## config.mk

```make
export PLATFORM = sky130hd
export DESIGN_NAME = servo_pulse_ramp_controller_unit
export DESIGN_NICKNAME = d
export VERILOG_FILES = /design/src/rtl/spr_pkg.sv /design/src/rtl/spr_div.sv /design/src/rtl/servo_pulse_ramp_controller_unit.sv
export VERILOG_INCLUDE_DIRS = /design/src /design/src/rtl
export SDC_FILE = /design/constraint.sdc
export NUM_CORES = 2
export LEC_CHECK = 0
export BUFFER_PORTS_ARGS = -buffer_cell sky130_fd_sc_hd__buf_2
export CORE_MARGIN = 5
export CORE_UTILIZATION = 64
export DETAILED_ROUTE_END_ITERATION = 8
export PLACE_DENSITY = 0.81
export SYNTH_ARGS = -nofsm -noshare
export SYNTH_HDL_FRONTEND = slang
export SYNTH_SLANG_ARGS = --single-unit
```

## constraint.sdc

```tcl
create_clock -name clk -period 11 [get_ports clk]
set_input_delay 1.1 -clock clk [delete_from_list [all_inputs] [get_ports clk]]
set_output_delay 1.1 -clock clk [all_outputs]
set_load 0.05 [all_outputs]
```

## src/rtl/servo_pulse_ramp_controller_unit_assert.svh

```systemverilog
// Assertion macros for the servo pulse ramp controller.
// Depends on nothing; the including module provides clk and rst_n.
`ifndef SERVO_PULSE_RAMP_CONTROLLER_UNIT_ASSERT_SVH
`define SERVO_PULSE_RAMP_CONTROLLER_UNIT_ASSERT_SVH

`ifndef SYNTHESIS

// Same-cycle implication, checked out of reset
`define SPR_ASSERT_NOW(lbl, ante, cons) \
    lbl: assert property (@(posedge clk) disable iff (!rst_n) (ante) |-> (cons)) \
        else $error("spr assertion failed");

// Next-cycle implication, checked out of reset
`define SPR_ASSERT_NEXT(lbl, ante, cons) \
    lbl: assert property (@(posedge clk) disable iff (!rst_n) (ante) |=> (cons)) \
        else $error("spr assertion failed");

`else

`define SPR_ASSERT_NOW(lbl, ante, cons)
`define SPR_ASSERT_NEXT(lbl, ante, cons)

`endif

`endif

```

## src/rtl/spr_pkg.sv

```systemverilog
// Shared types, codes and helpers for the servo pulse ramp controller.
// No dependencies; used by the divider and the top level.
package spr_pkg;

    localparam int PULSE_W   = 16;
    localparam int DUR_W     = 16;
    localparam int ACT_W     = 3;
    localparam int CHAN_W    = 2;
    localparam int MASK_W    = 4;
    localparam int REG_IDX_W = 2;

    typedef logic [PULSE_W-1:0] pulse_t;
    typedef logic [ACT_W-1:0]   act_t;

    // Action codes
    localparam act_t ACT_TICK      = 3'd0;
    localparam act_t ACT_SET_NOW   = 3'd1;
    localparam act_t ACT_SET_TIMED = 3'd2;
    localparam act_t ACT_STOP_ALL  = 3'd3;
    localparam act_t ACT_RESET_ALL = 3'd4;
    localparam act_t ACT_QUERY     = 3'd5;

    // Register indexes
    localparam logic [REG_IDX_W-1:0] REG_MIN_PULSE = 2'd0;
    localparam logic [REG_IDX_W-1:0] REG_MAX_PULSE = 2'd1;
    localparam logic [REG_IDX_W-1:0] REG_MID_PULSE = 2'd2;

    // Register reset values
    localparam pulse_t MIN_PULSE_RST = 16'd500;
    localparam pulse_t MAX_PULSE_RST = 16'd2500;
    localparam pulse_t MID_PULSE_RST = 16'd1500;

    // Clamp to max first, then to min, so min wins when limits cross
    function automatic pulse_t clamp_pulse(pulse_t v, pulse_t lo, pulse_t hi);
        pulse_t r;
        r = (v > hi) ? hi : v;
        r = (r < lo) ? lo : r;
        return r;
    endfunction

endpackage

```

## src/rtl/spr_div.sv

```systemverilog
// Restoring serial divider, one quotient bit per cycle.
// Depends on spr_pkg for the divisor width.
module spr_div #(
    parameter int DIVIDEND_W = 42
) (
    input  logic                      clk,
    input  logic                      rst_n,
    input  logic                      start,
    input  logic [DIVIDEND_W-1:0]     dividend,
    input  logic [spr_pkg::DUR_W-1:0] divisor,
    output logic                      done,
    output logic [DIVIDEND_W-1:0]     quotient
);
    import spr_pkg::*;

    localparam int CNT_W = $clog2(DIVIDEND_W + 1);

    logic [DIVIDEND_W-1:0] quo_reg;
    logic [DUR_W-1:0]      rem_reg;
    logic [CNT_W-1:0]      cnt_reg;
    logic                  run_reg;
    logic                  done_reg;
    logic [DUR_W:0]        rem_shift;
    logic [DUR_W:0]        rem_sub;
    logic                  fits;

    // Shift in the next dividend bit and trial-subtract the divisor
    assign rem_shift = {rem_reg, quo_reg[DIVIDEND_W-1]};
    assign fits      = rem_shift >= {1'b0, divisor};
    assign rem_sub   = rem_shift - {1'b0, divisor};

    always_ff @(posedge clk or negedge rst_n)
    begin
        if (!rst_n)
        begin
            run_reg  <= 1'b0;
            done_reg <= 1'b0;
            cnt_reg  <= '0;
        end
        else
        begin
            done_reg <= 1'b0;
            if (start)
            begin
                quo_reg <= dividend;
                rem_reg <= '0;
                cnt_reg <= CNT_W'(DIVIDEND_W);
                run_reg <= 1'b1;
            end
            else if (run_reg)
            begin
                quo_reg <= {quo_reg[DIVIDEND_W-2:0], fits};
                rem_reg <= fits ? rem_sub[DUR_W-1:0] : rem_shift[DUR_W-1:0];
                cnt_reg <= cnt_reg - 1'b1;
                if (cnt_reg == CNT_W'(1))
                begin
                    run_reg  <= 1'b0;
                    done_reg <= 1'b1;
                end
            end
        end
    end

    assign done     = done_reg;
    assign quotient = quo_reg;

endmodule

```

## src/rtl/servo_pulse_ramp_controller_unit.sv

```systemverilog
// Servo pulse ramp controller: per-channel linear ramps under a small sequencer.
// A tick visits every channel in turn; timed set and reset-all ramps wait on the divider,
// once per channel for reset-all; every flagged channel then gets its own compare write.
// Throughput: one transaction at a time; busy drops as the last result is strobed; no stall.
// Reset (rst_n low, async): every channel at mid width, not ramping; limits at defaults.
`include "servo_pulse_ramp_controller_unit_assert.svh"
module servo_pulse_ramp_controller_unit #(
    parameter int CHANNELS  = 4,
    parameter int FRAC_BITS = 16,
    parameter int TICK_MS   = 20
) (
    input  logic                          clk,
    input  logic                          rst_n,
    input  logic                          start,
    output logic                          busy,
    input  logic [spr_pkg::ACT_W-1:0]     action,
    input  logic [spr_pkg::CHAN_W-1:0]    channel,
    input  logic [spr_pkg::PULSE_W-1:0]   pulse,
    input  logic [spr_pkg::DUR_W-1:0]     duration_ms,
    input  logic                          wr_en,
    input  logic [spr_pkg::REG_IDX_W-1:0] wr_index,
    input  logic [spr_pkg::PULSE_W-1:0]   wr_data,
    output logic                          strobe,
    output logic [spr_pkg::CHAN_W-1:0]    out_channel,
    output logic [spr_pkg::PULSE_W-1:0]   out_pulse,
    output logic                          write_valid,
    output logic [spr_pkg::MASK_W-1:0]    done_mask,
    output logic                          all_done,
    output logic                          last
);
    import spr_pkg::*;

    localparam int POS_W  = PULSE_W + FRAC_BITS;
    localparam int CH_W   = (CHANNELS > 1) ? $clog2(CHANNELS) : 1;
    localparam int TICK_W = $clog2(TICK_MS + 1);
    localparam int DIV_W  = POS_W + TICK_W;
    localparam logic [CH_W-1:0]  LAST_CH = CH_W'(CHANNELS - 1);
    localparam logic [DIV_W-1:0] TICK_K  = DIV_W'(TICK_MS);
    localparam logic [DUR_W-1:0] TICK_D  = DUR_W'(TICK_MS);

    typedef enum logic [3:0] {
        S_IDLE,
        S_TICK_DIFF,
        S_TICK_STEP,
        S_TIMED_DIFF,
        S_DIV_START,
        S_DIV_WAIT,
        S_FINISH,
        S_EMIT,
        S_STATUS
    } state_t;

    state_t               state_reg;
    act_t                 action_reg;
    logic [CHAN_W-1:0]    chan_reg;
    logic                 chan_ok_reg;
    pulse_t               pulse_reg;
    logic [DUR_W-1:0]     dur_reg;
    logic [CH_W-1:0]      idx_reg;
    logic [CHANNELS-1:0]  pend_reg;
    logic [POS_W-1:0]     mag_reg;
    logic                 neg_reg;
    pulse_t               min_reg;
    pulse_t               max_reg;
    pulse_t               mid_reg;

    pulse_t               target_reg  [CHANNELS];
    logic [POS_W-1:0]     pos_reg     [CHANNELS];
    logic [POS_W-1:0]     inc_mag_reg [CHANNELS];
    logic [CHANNELS-1:0]  inc_neg_reg;

    logic                 strobe_reg;
    logic [CHAN_W-1:0]    out_channel_reg;
    pulse_t               out_pulse_reg;
    logic                 write_valid_reg;
    logic [MASK_W-1:0]    done_mask_reg;
    logic                 all_done_reg;
    logic                 last_reg;

    logic [CHANNELS-1:0]  moving;
    logic [MASK_W-1:0]    mask_now;
    logic [POS_W-1:0]     pos_rd;
    pulse_t               tgt_rd;
    logic [POS_W-1:0]     inc_rd;
    pulse_t               timed_pulse;
    pulse_t               setnow_pulse;
    pulse_t               diff_tgt;
    logic [POS_W:0]       diff;
    logic [POS_W:0]       diff_neg;
    logic [POS_W-1:0]     mag_next;
    logic                 snap;
    logic [POS_W-1:0]     pos_step_next;
    pulse_t               shown;
    logic [POS_W-1:0]     quo_fix;
    logic                 last_ch;
    logic [CHANNELS-1:0]  pend_rest;
    logic [CH_W-1:0]      in_ch;
    logic                 in_ok;
    logic                 dur_short;
    logic                 div_start;
    logic                 div_done;
    logic [DIV_W-1:0]     div_dividend;
    logic [DIV_W-1:0]     div_quotient;

    // Per-channel motion flags and the status mask
    for (genvar g = 0; g < CHANNELS; g++)
    begin : g_moving
        assign moving[g] = inc_mag_reg[g] != '0;
    end

    for (genvar m = 0; m < MASK_W; m++)
    begin : g_mask
        if (m < CHANNELS)
        begin : g_present
            assign mask_now[m] = ~moving[m];
        end
        else
        begin : g_absent
            assign mask_now[m] = 1'b1;
        end
    end

    // Read the addressed channel
    assign pos_rd = pos_reg[idx_reg];
    assign tgt_rd = target_reg[idx_reg];
    assign inc_rd = inc_mag_reg[idx_reg];

    assign timed_pulse  = clamp_pulse((action_reg == ACT_RESET_ALL) ? mid_reg : pulse_reg,
                                      min_reg, max_reg);
    assign setnow_pulse = clamp_pulse(pulse, min_reg, max_reg);

    // Shared subtractor: distance from current position to target
    assign diff_tgt = (state_reg == S_TIMED_DIFF) ? timed_pulse : tgt_rd;
    assign diff     = {1'b0, diff_tgt, {FRAC_BITS{1'b0}}} - {1'b0, pos_rd};
    assign diff_neg = -diff;
    assign mag_next = diff[POS_W] ? diff_neg[POS_W-1:0] : diff[POS_W-1:0];

    // Tick step: snap when within twice the increment, else advance
    assign snap          = {1'b0, mag_reg} <= {inc_rd, 1'b0};
    assign pos_step_next = inc_neg_reg[idx_reg] ? (pos_rd - inc_rd) : (pos_rd + inc_rd);

    assign shown = clamp_pulse(pos_rd[POS_W-1 -: PULSE_W], min_reg, max_reg);

    // Minimum step of one LSB toward a distinct target
    assign quo_fix = (div_quotient[POS_W-1:0] == '0 && mag_reg != '0)
                   ? POS_W'(1) : div_quotient[POS_W-1:0];

    assign last_ch   = idx_reg == LAST_CH;
    assign in_ch     = CH_W'(channel);
    assign in_ok     = int'(channel) < CHANNELS;
    assign dur_short = dur_reg < TICK_D;

    always_comb
    begin
        pend_rest          = pend_reg;
        pend_rest[idx_reg] = 1'b0;
    end

    // Serial divider for the ramp increment
    assign div_start    = state_reg == S_DIV_START;
    assign div_dividend = DIV_W'(mag_reg) * TICK_K;

    spr_div #(
        .DIVIDEND_W (DIV_W)
    ) u_div (
        .clk      (clk),
        .rst_n    (rst_n),
        .start    (div_start),
        .dividend (div_dividend),
        .divisor  (dur_reg),
        .done     (div_done),
        .quotient (div_quotient)
    );

    // Sequencer, channel state, configuration and result registers
    always_ff @(posedge clk or negedge rst_n)
    begin
        if (!rst_n)
        begin
            state_reg   <= S_IDLE;
            min_reg     <= MIN_PULSE_RST;
            max_reg     <= MAX_PULSE_RST;
            mid_reg     <= MID_PULSE_RST;
            idx_reg     <= '0;
            pend_reg    <= '0;
            inc_neg_reg <= '0;
            strobe_reg  <= 1'b0;
            for (int i = 0; i < CHANNELS; i++)
            begin
                target_reg[i]  <= MID_PULSE_RST;
                pos_reg[i]     <= {MID_PULSE_RST, {FRAC_BITS{1'b0}}};
                inc_mag_reg[i] <= '0;
            end
        end
        else
        begin
            strobe_reg <= 1'b0;

            // Take configuration writes
            if (wr_en)
            begin
                case (wr_index)
                    REG_MIN_PULSE: min_reg <= wr_data;
                    REG_MAX_PULSE: max_reg <= wr_data;
                    REG_MID_PULSE: mid_reg <= wr_data;
                    default: ;
                endcase
            end

            case (state_reg)
                S_IDLE:
                begin
                    if (start)
                    begin
                        action_reg  <= action;
                        chan_reg    <= channel;
                        chan_ok_reg <= in_ok;
                        pulse_reg   <= pulse;
                        dur_reg     <= duration_ms;
                        pend_reg    <= '0;
                        idx_reg     <= '0;
                        state_reg   <= S_FINISH;
                        case (action)
                            ACT_TICK:
                            begin
                                state_reg <= S_TICK_DIFF;
                            end
                            ACT_SET_NOW:
                            begin
                                if (in_ok)
                                begin
                                    target_reg[in_ch]  <= setnow_pulse;
                                    pos_reg[in_ch]     <= {setnow_pulse, {FRAC_BITS{1'b0}}};
                                    inc_mag_reg[in_ch] <= '0;
                                    inc_neg_reg[in_ch] <= 1'b0;
                                    pend_reg[in_ch]    <= 1'b1;
                                end
                            end
                            ACT_SET_TIMED:
                            begin
                                if (in_ok)
                                begin
                                    idx_reg   <= in_ch;
                                    state_reg <= S_TIMED_DIFF;
                                end
                            end
                            ACT_STOP_ALL:
                            begin
                                for (int i = 0; i < CHANNELS; i++)
                                begin
                                    target_reg[i]  <= pos_reg[i][POS_W-1 -: PULSE_W];
                                    inc_mag_reg[i] <= '0;
                                end
                                inc_neg_reg <= '0;
                            end
                            ACT_RESET_ALL:
                            begin
                                state_reg <= S_TIMED_DIFF;
                            end
                            ACT_QUERY:
                            begin
                                if (in_ok)
                                begin
                                    idx_reg <= in_ch;
                                end
                            end
                            default: ;
                        endcase
                    end
                end

                // Measure distance for a ramping channel, skip idle ones
                S_TICK_DIFF:
                begin
                    if (moving[idx_reg])
                    begin
                        mag_reg   <= mag_next;
                        state_reg <= S_TICK_STEP;
                    end
                    else if (last_ch)
                    begin
                        state_reg <= S_FINISH;
                    end
                    else
                    begin
                        idx_reg <= idx_reg + 1'b1;
                    end
                end

                // Advance or snap the channel, flag its compare write
                S_TICK_STEP:
                begin
                    if (snap)
                    begin
                        pos_reg[idx_reg]     <= {tgt_rd, {FRAC_BITS{1'b0}}};
                        inc_mag_reg[idx_reg] <= '0;
                        inc_neg_reg[idx_reg] <= 1'b0;
                    end
                    else
                    begin
                        pos_reg[idx_reg] <= pos_step_next;
                    end
                    pend_reg[idx_reg] <= 1'b1;
                    if (last_ch)
                    begin
                        state_reg <= S_FINISH;
                    end
                    else
                    begin
                        idx_reg   <= idx_reg + 1'b1;
                        state_reg <= S_TICK_DIFF;
                    end
                end

                // Set the target; snap on a short duration, else start a ramp
                S_TIMED_DIFF:
                begin
                    target_reg[idx_reg] <= timed_pulse;
                    if (dur_short)
                    begin
                        pos_reg[idx_reg]     <= {timed_pulse, {FRAC_BITS{1'b0}}};
                        inc_mag_reg[idx_reg] <= '0;
                        inc_neg_reg[idx_reg] <= 1'b0;
                        pend_reg[idx_reg]    <= 1'b1;
                        if (action_reg == ACT_RESET_ALL && !last_ch)
                        begin
                            idx_reg <= idx_reg + 1'b1;
                        end
                        else
                        begin
                            state_reg <= S_FINISH;
                        end
                    end
                    else
                    begin
                        mag_reg   <= mag_next;
                        neg_reg   <= diff[POS_W];
                        state_reg <= S_DIV_START;
                    end
                end

                S_DIV_START:
                begin
                    state_reg <= S_DIV_WAIT;
                end

                // Store the increment once the divider finishes
                S_DIV_WAIT:
                begin
                    if (div_done)
                    begin
                        inc_mag_reg[idx_reg] <= quo_fix;
                        inc_neg_reg[idx_reg] <= neg_reg;
                        if (action_reg == ACT_RESET_ALL && !last_ch)
                        begin
                            idx_reg   <= idx_reg + 1'b1;
                            state_reg <= S_TIMED_DIFF;
                        end
                        else
                        begin
                            state_reg <= S_FINISH;
                        end
                    end
                end

                S_FINISH:
                begin
                    if (pend_reg != '0)
                    begin
                        idx_reg   <= '0;
                        state_reg <= S_EMIT;
                    end
                    else
                    begin
                        state_reg <= S_STATUS;
                    end
                end

                // Walk the channels and emit one compare write per flagged one
                S_EMIT:
                begin
                    if (pend_reg[idx_reg])
                    begin
                        strobe_reg        <= 1'b1;
                        out_channel_reg   <= CHAN_W'(idx_reg);
                        out_pulse_reg     <= shown;
                        write_valid_reg   <= 1'b1;
                        done_mask_reg     <= mask_now;
                        all_done_reg      <= ~|moving;
                        last_reg          <= pend_rest == '0;
                        pend_reg[idx_reg] <= 1'b0;
                    end
                    if (pend_rest == '0)
                    begin
                        state_reg <= S_IDLE;
                    end
                    else
                    begin
                        idx_reg <= idx_reg + 1'b1;
                    end
                end

                // Single status result
                S_STATUS:
                begin
                    strobe_reg      <= 1'b1;
                    write_valid_reg <= 1'b0;
                    done_mask_reg   <= mask_now;
                    all_done_reg    <= ~|moving;
                    last_reg        <= 1'b1;
                    if (action_reg inside {ACT_SET_NOW, ACT_SET_TIMED, ACT_QUERY})
                    begin
                        out_channel_reg <= chan_reg;
                    end
                    else
                    begin
                        out_channel_reg <= '0;
                    end
                    if (action_reg == ACT_QUERY && chan_ok_reg)
                    begin
                        out_pulse_reg <= shown;
                    end
                    else
                    begin
                        out_pulse_reg <= '0;
                    end
                    state_reg <= S_IDLE;
                end

                default:
                begin
                    state_reg <= S_IDLE;
                end
            endcase
        end
    end

    assign busy        = state_reg != S_IDLE;
    assign strobe      = strobe_reg;
    assign out_channel = out_channel_reg;
    assign out_pulse   = out_pulse_reg;
    assign write_valid = write_valid_reg;
    assign done_mask   = done_mask_reg;
    assign all_done    = all_done_reg;
    assign last        = last_reg;

    // A result that is not the final one leaves the block busy
    `SPR_ASSERT_NOW(a_more_keeps_busy, strobe && !last, busy)
    // An accepted transaction always starts work
    `SPR_ASSERT_NEXT(a_accept_busy, start && !busy, busy)
    // The final result is never directly followed by another strobe
    `SPR_ASSERT_NEXT(a_last_ends, strobe && last, !strobe)

endmodule
```

==> impl_metrics.prom <==
# TYPE chip_impl_metric gauge
chip_impl_metric{name="die_area",unit="um2"} 60800
chip_impl_metric{name="cts_htree_levels",unit=""} 2
chip_impl_info{name="final_common_cell",value="dfrtp_1"} 1
chip_impl_metric{name="first_global_vias",unit=""} 30500
chip_impl_metric{name="timing.critical_path.required",unit="ps"} 11370
chip_impl_metric{name="num_antenna_cells",unit=""} 0
chip_impl_metric{name="setup_tns",unit="ps"} 0
chip_impl_metric{name="max_slew_violations",unit=""} 0
chip_impl_metric{name="numCtsBuffers",unit=""} 59
chip_impl_info{name="critical_path.startpoint_type",value="register"} 1
chip_impl_metric{name="setup_violations",unit=""} 0
chip_impl_metric{name="worst_endpoint_data_arrival_time",unit="ps"} 10110
chip_impl_metric{name="worst-slew-pin-transition",unit="ps"} 1290
chip_impl_metric{name="first_pass_grt_wire_length",unit="um"} 180000
chip_impl_metric{name="synthesis.nets",unit=""} 3851
chip_impl_metric{name="cts_max_path_buffers",unit=""} 3
chip_impl_metric{name="detail-route-antenna-nets",unit=""} 0
chip_impl_metric{name="maximum_number_of_pins_on_one_net_before_global_route_repair",unit=""} 78
chip_impl_metric{name="synthesis.area_per_instance",unit="um2"} 10.1
chip_impl_metric{name="vias",unit=""} 30900
chip_impl_metric{name="grt-ovfl-total",unit=""} 0
chip_impl_metric{name="syn_to_final_growth",unit="%"} 8.37
chip_impl_metric{name="timing.max_cap.violations",unit=""} 0
chip_impl_metric{name="yosysUniqueCellTypes",unit=""} 92
chip_impl_metric{name="antenna_found_initial",unit=""} 0
chip_impl_metric{name="finalClockSkew",unit="ps"} 28.4
chip_impl_metric{name="synth.ff_latch_count",unit=""} 539
chip_impl_metric{name="cts.reportedPaths.clkPinSlew",unit="ps"} 60
chip_impl_metric{name="layout-drive-gt1-share",unit=""} 0.140
chip_impl_metric{name="yosysWarningCount",unit=""} 0
chip_impl_metric{name="clock-sinks",unit=""} 539
chip_impl_metric{name="detail_route.iter0.violations",unit=""} 4005
chip_impl_metric{name="num_rows",unit=""} 86
chip_impl_info{name="synthTopCellsByArea",value="dfrtp_1, edfxtp_1, ha_1"} 1
chip_impl_metric{name="design.final.nets",unit=""} 3858
chip_impl_info{name="min_path_type",value="input pin to async pin"} 1
chip_impl_metric{name="synth-edff-count",unit=""} 148
chip_impl_info{name="cts_tree",value="built"} 1
chip_impl_metric{name="drt_first_pass_iters",unit=""} 9
chip_impl_metric{name="synth_cells",unit=""} 3534
chip_impl_info{name="critPathKind",value="register to register"} 1
chip_impl_info{name="critical_path_top_delay_cell",value="mux2i_1"} 1
chip_impl_metric{name="routed_via_density",unit=""} 7.14
chip_impl_metric{name="chipHeight",unit="um"} 247
chip_impl_metric{name="critPathMaxFanout",unit=""} 30
chip_impl_metric{name="cts.hold.buffers_added",unit=""} 0
chip_impl_info{name="synth_top_cell_by_area",value="dfrtp_1"} 1
chip_impl_metric{name="layout_min_cycle_time",unit="ps"} 9740
chip_impl_metric{name="wl",unit="um"} 116000
chip_impl_metric{name="min_period_over_period",unit=""} 0.886
chip_impl_info{name="synth_ff_type",value="dfrtp_1"} 1
chip_impl_info{name="failed_checks",value="design-rule violations"} 1
chip_impl_info{name="rsz0062_at_grt",value="no"} 1
chip_impl_metric{name="worstSkewPairLatency",unit="ps"} 640
chip_impl_metric{name="dieWidth",unit="um"} 247
chip_impl_metric{name="globalplace.congestion",unit=""} 0.974
chip_impl_metric{name="fraction_of_registers_with_async_set_or_reset_after_synthesis",unit=""} 0.725
chip_impl_info{name="mostFrequentLayoutCells",value="dfrtp_1, ha_1, nor2_1, nand2_1, o21ai_0"} 1
chip_impl_metric{name="cts_resized",unit=""} 0
chip_impl_metric{name="hpwl",unit="um"} 82700
chip_impl_metric{name="finalHoldViolCount",unit=""} 0
chip_impl_info{name="cts.root.buffer_cell",value="clkbuf_16"} 1
chip_impl_metric{name="post-cts-setup-buffer-count",unit=""} 0
chip_impl_metric{name="seq_area_frac_synth",unit=""} 0.400
chip_impl_metric{name="io_buffer_count",unit=""} 85
chip_impl_metric{name="synth_top_area_frac",unit=""} 0.222
chip_impl_metric{name="ioPinCount",unit=""} 86
chip_impl_metric{name="mapped_cell_area",unit="um2"} 35800
chip_impl_info{name="worstSetupEndpointType",value="register"} 1
chip_impl_metric{name="worst_path_largest_cell_delay",unit="ps"} 520
chip_impl_metric{name="globalRouteTotalUtil",unit=""} 0.377
chip_impl_metric{name="max_freq",unit="MHz"} 103
chip_impl_metric{name="core_region_area",unit="um2"} 55300
chip_impl_info{name="run_status",value="finished, violations left"} 1
chip_impl_metric{name="route.detailed.wl_per_inst",unit="um"} 26.7
chip_impl_metric{name="initial_utilization",unit=""} 0.647
chip_impl_metric{name="detail_route.drc_violations",unit=""} 4
chip_impl_metric{name="timing.max_slew.rel_slack",unit=""} 0.134
## worst max-delay path: cells and delay by family, from the launching register on
| family | cells | cell delay [ps] |
|---|---|---|
| compound gates | 17 | 3630 |
| mux | 1 | 520 |
| fa+ha+maj | 3 | 1110 |
| buf+inv | 3 | 790 |
| simple gates | 12 | 2580 |
| flops | 1 | 410 |
| xor+xnor | 2 | 390 |
## cell usage after synthesis, drive strengths merged, types with 38 or more instances
master	count
dfrtp	317
xor2	49
nand2	237
nor4	67
mux2i	82
ha	255
nor3	62
buf	38
a22o	186
nor2	258
nand3	85
o21ai	233
a222oi	45
clkbuf	157
a21o	119
mux2	56
o21a	61
dfstp	74
edfxtp	148
inv	147
xnor2	101
a21oi	195
mux4	83
## path summary, 6_finish.rpt
check	startpoint	to	slack (ps)	cells after the start
max reg2reg	action_reg[0]	mag_reg[7]	1260	38
max in group asynchronous	rst_n	idx_reg[0]	8310	3
min in group clk	pos_reg[18]	pos_reg[18]	480	2
max	action_reg[0]	mag_reg[7]	1260	38
min	rst_n	state_reg[3]	390	1
min reg2reg	pos_reg[18]	pos_reg[18]	480	2
## cell families (layout without fill, tap and decap cells)
family	Yosys count	in the layout	synth area share
buffers and inverters	343	398	0.0373
and+or+nand+nor	909	909	0.122
xor gates and xnor gates	150	150	0.0367
adders and majority gates	258	258	0.0908
AOI/OAI and AO/OA	1114	1114	0.220
muxes	221	221	0.0927
DFF	539	539	0.400
## stage by stage
stage	hold slack [ps]	area [um2]	worst slack (ps)	cells	utilization
after detailed placement	470	36900	1630	4228	0.668
after floorplan	445	35800	2140	3534	-
after global placement	460	36900	1770	4228	0.668
final	388	38800	1260	4337	0.702
after global routing	423	38800	633	4337	0.702
after CTS	390	38800	1520	4337	0.702
## area by class of cell
| class | instances | area, um2 |
|---|---|---|
| multi-input combinational | 2652 | 20200 |
| fill | 4139 | 16500 |
| sequential | 539 | 14300 |
| clock buffer | 89 | 1730 |
| tap | 748 | 936 |
| timing repair buffer | 141 | 856 |
| inverter | 148 | 556 |
| clock inverter | 20 | 151 |
## metal layers
metal	up-vias	global-route usage	share of wire
met2	2027	0.563	0.44
met5	-	0	0
li1	13500	-	-
met3	384	0.0899	0.12
met1	15100	0.531	0.40
met4	0	0.159	0.049
Power is left out: the tool's default activity adds up to more than one toggle a clock period on the data nets, which glitch-free logic cannot reach.
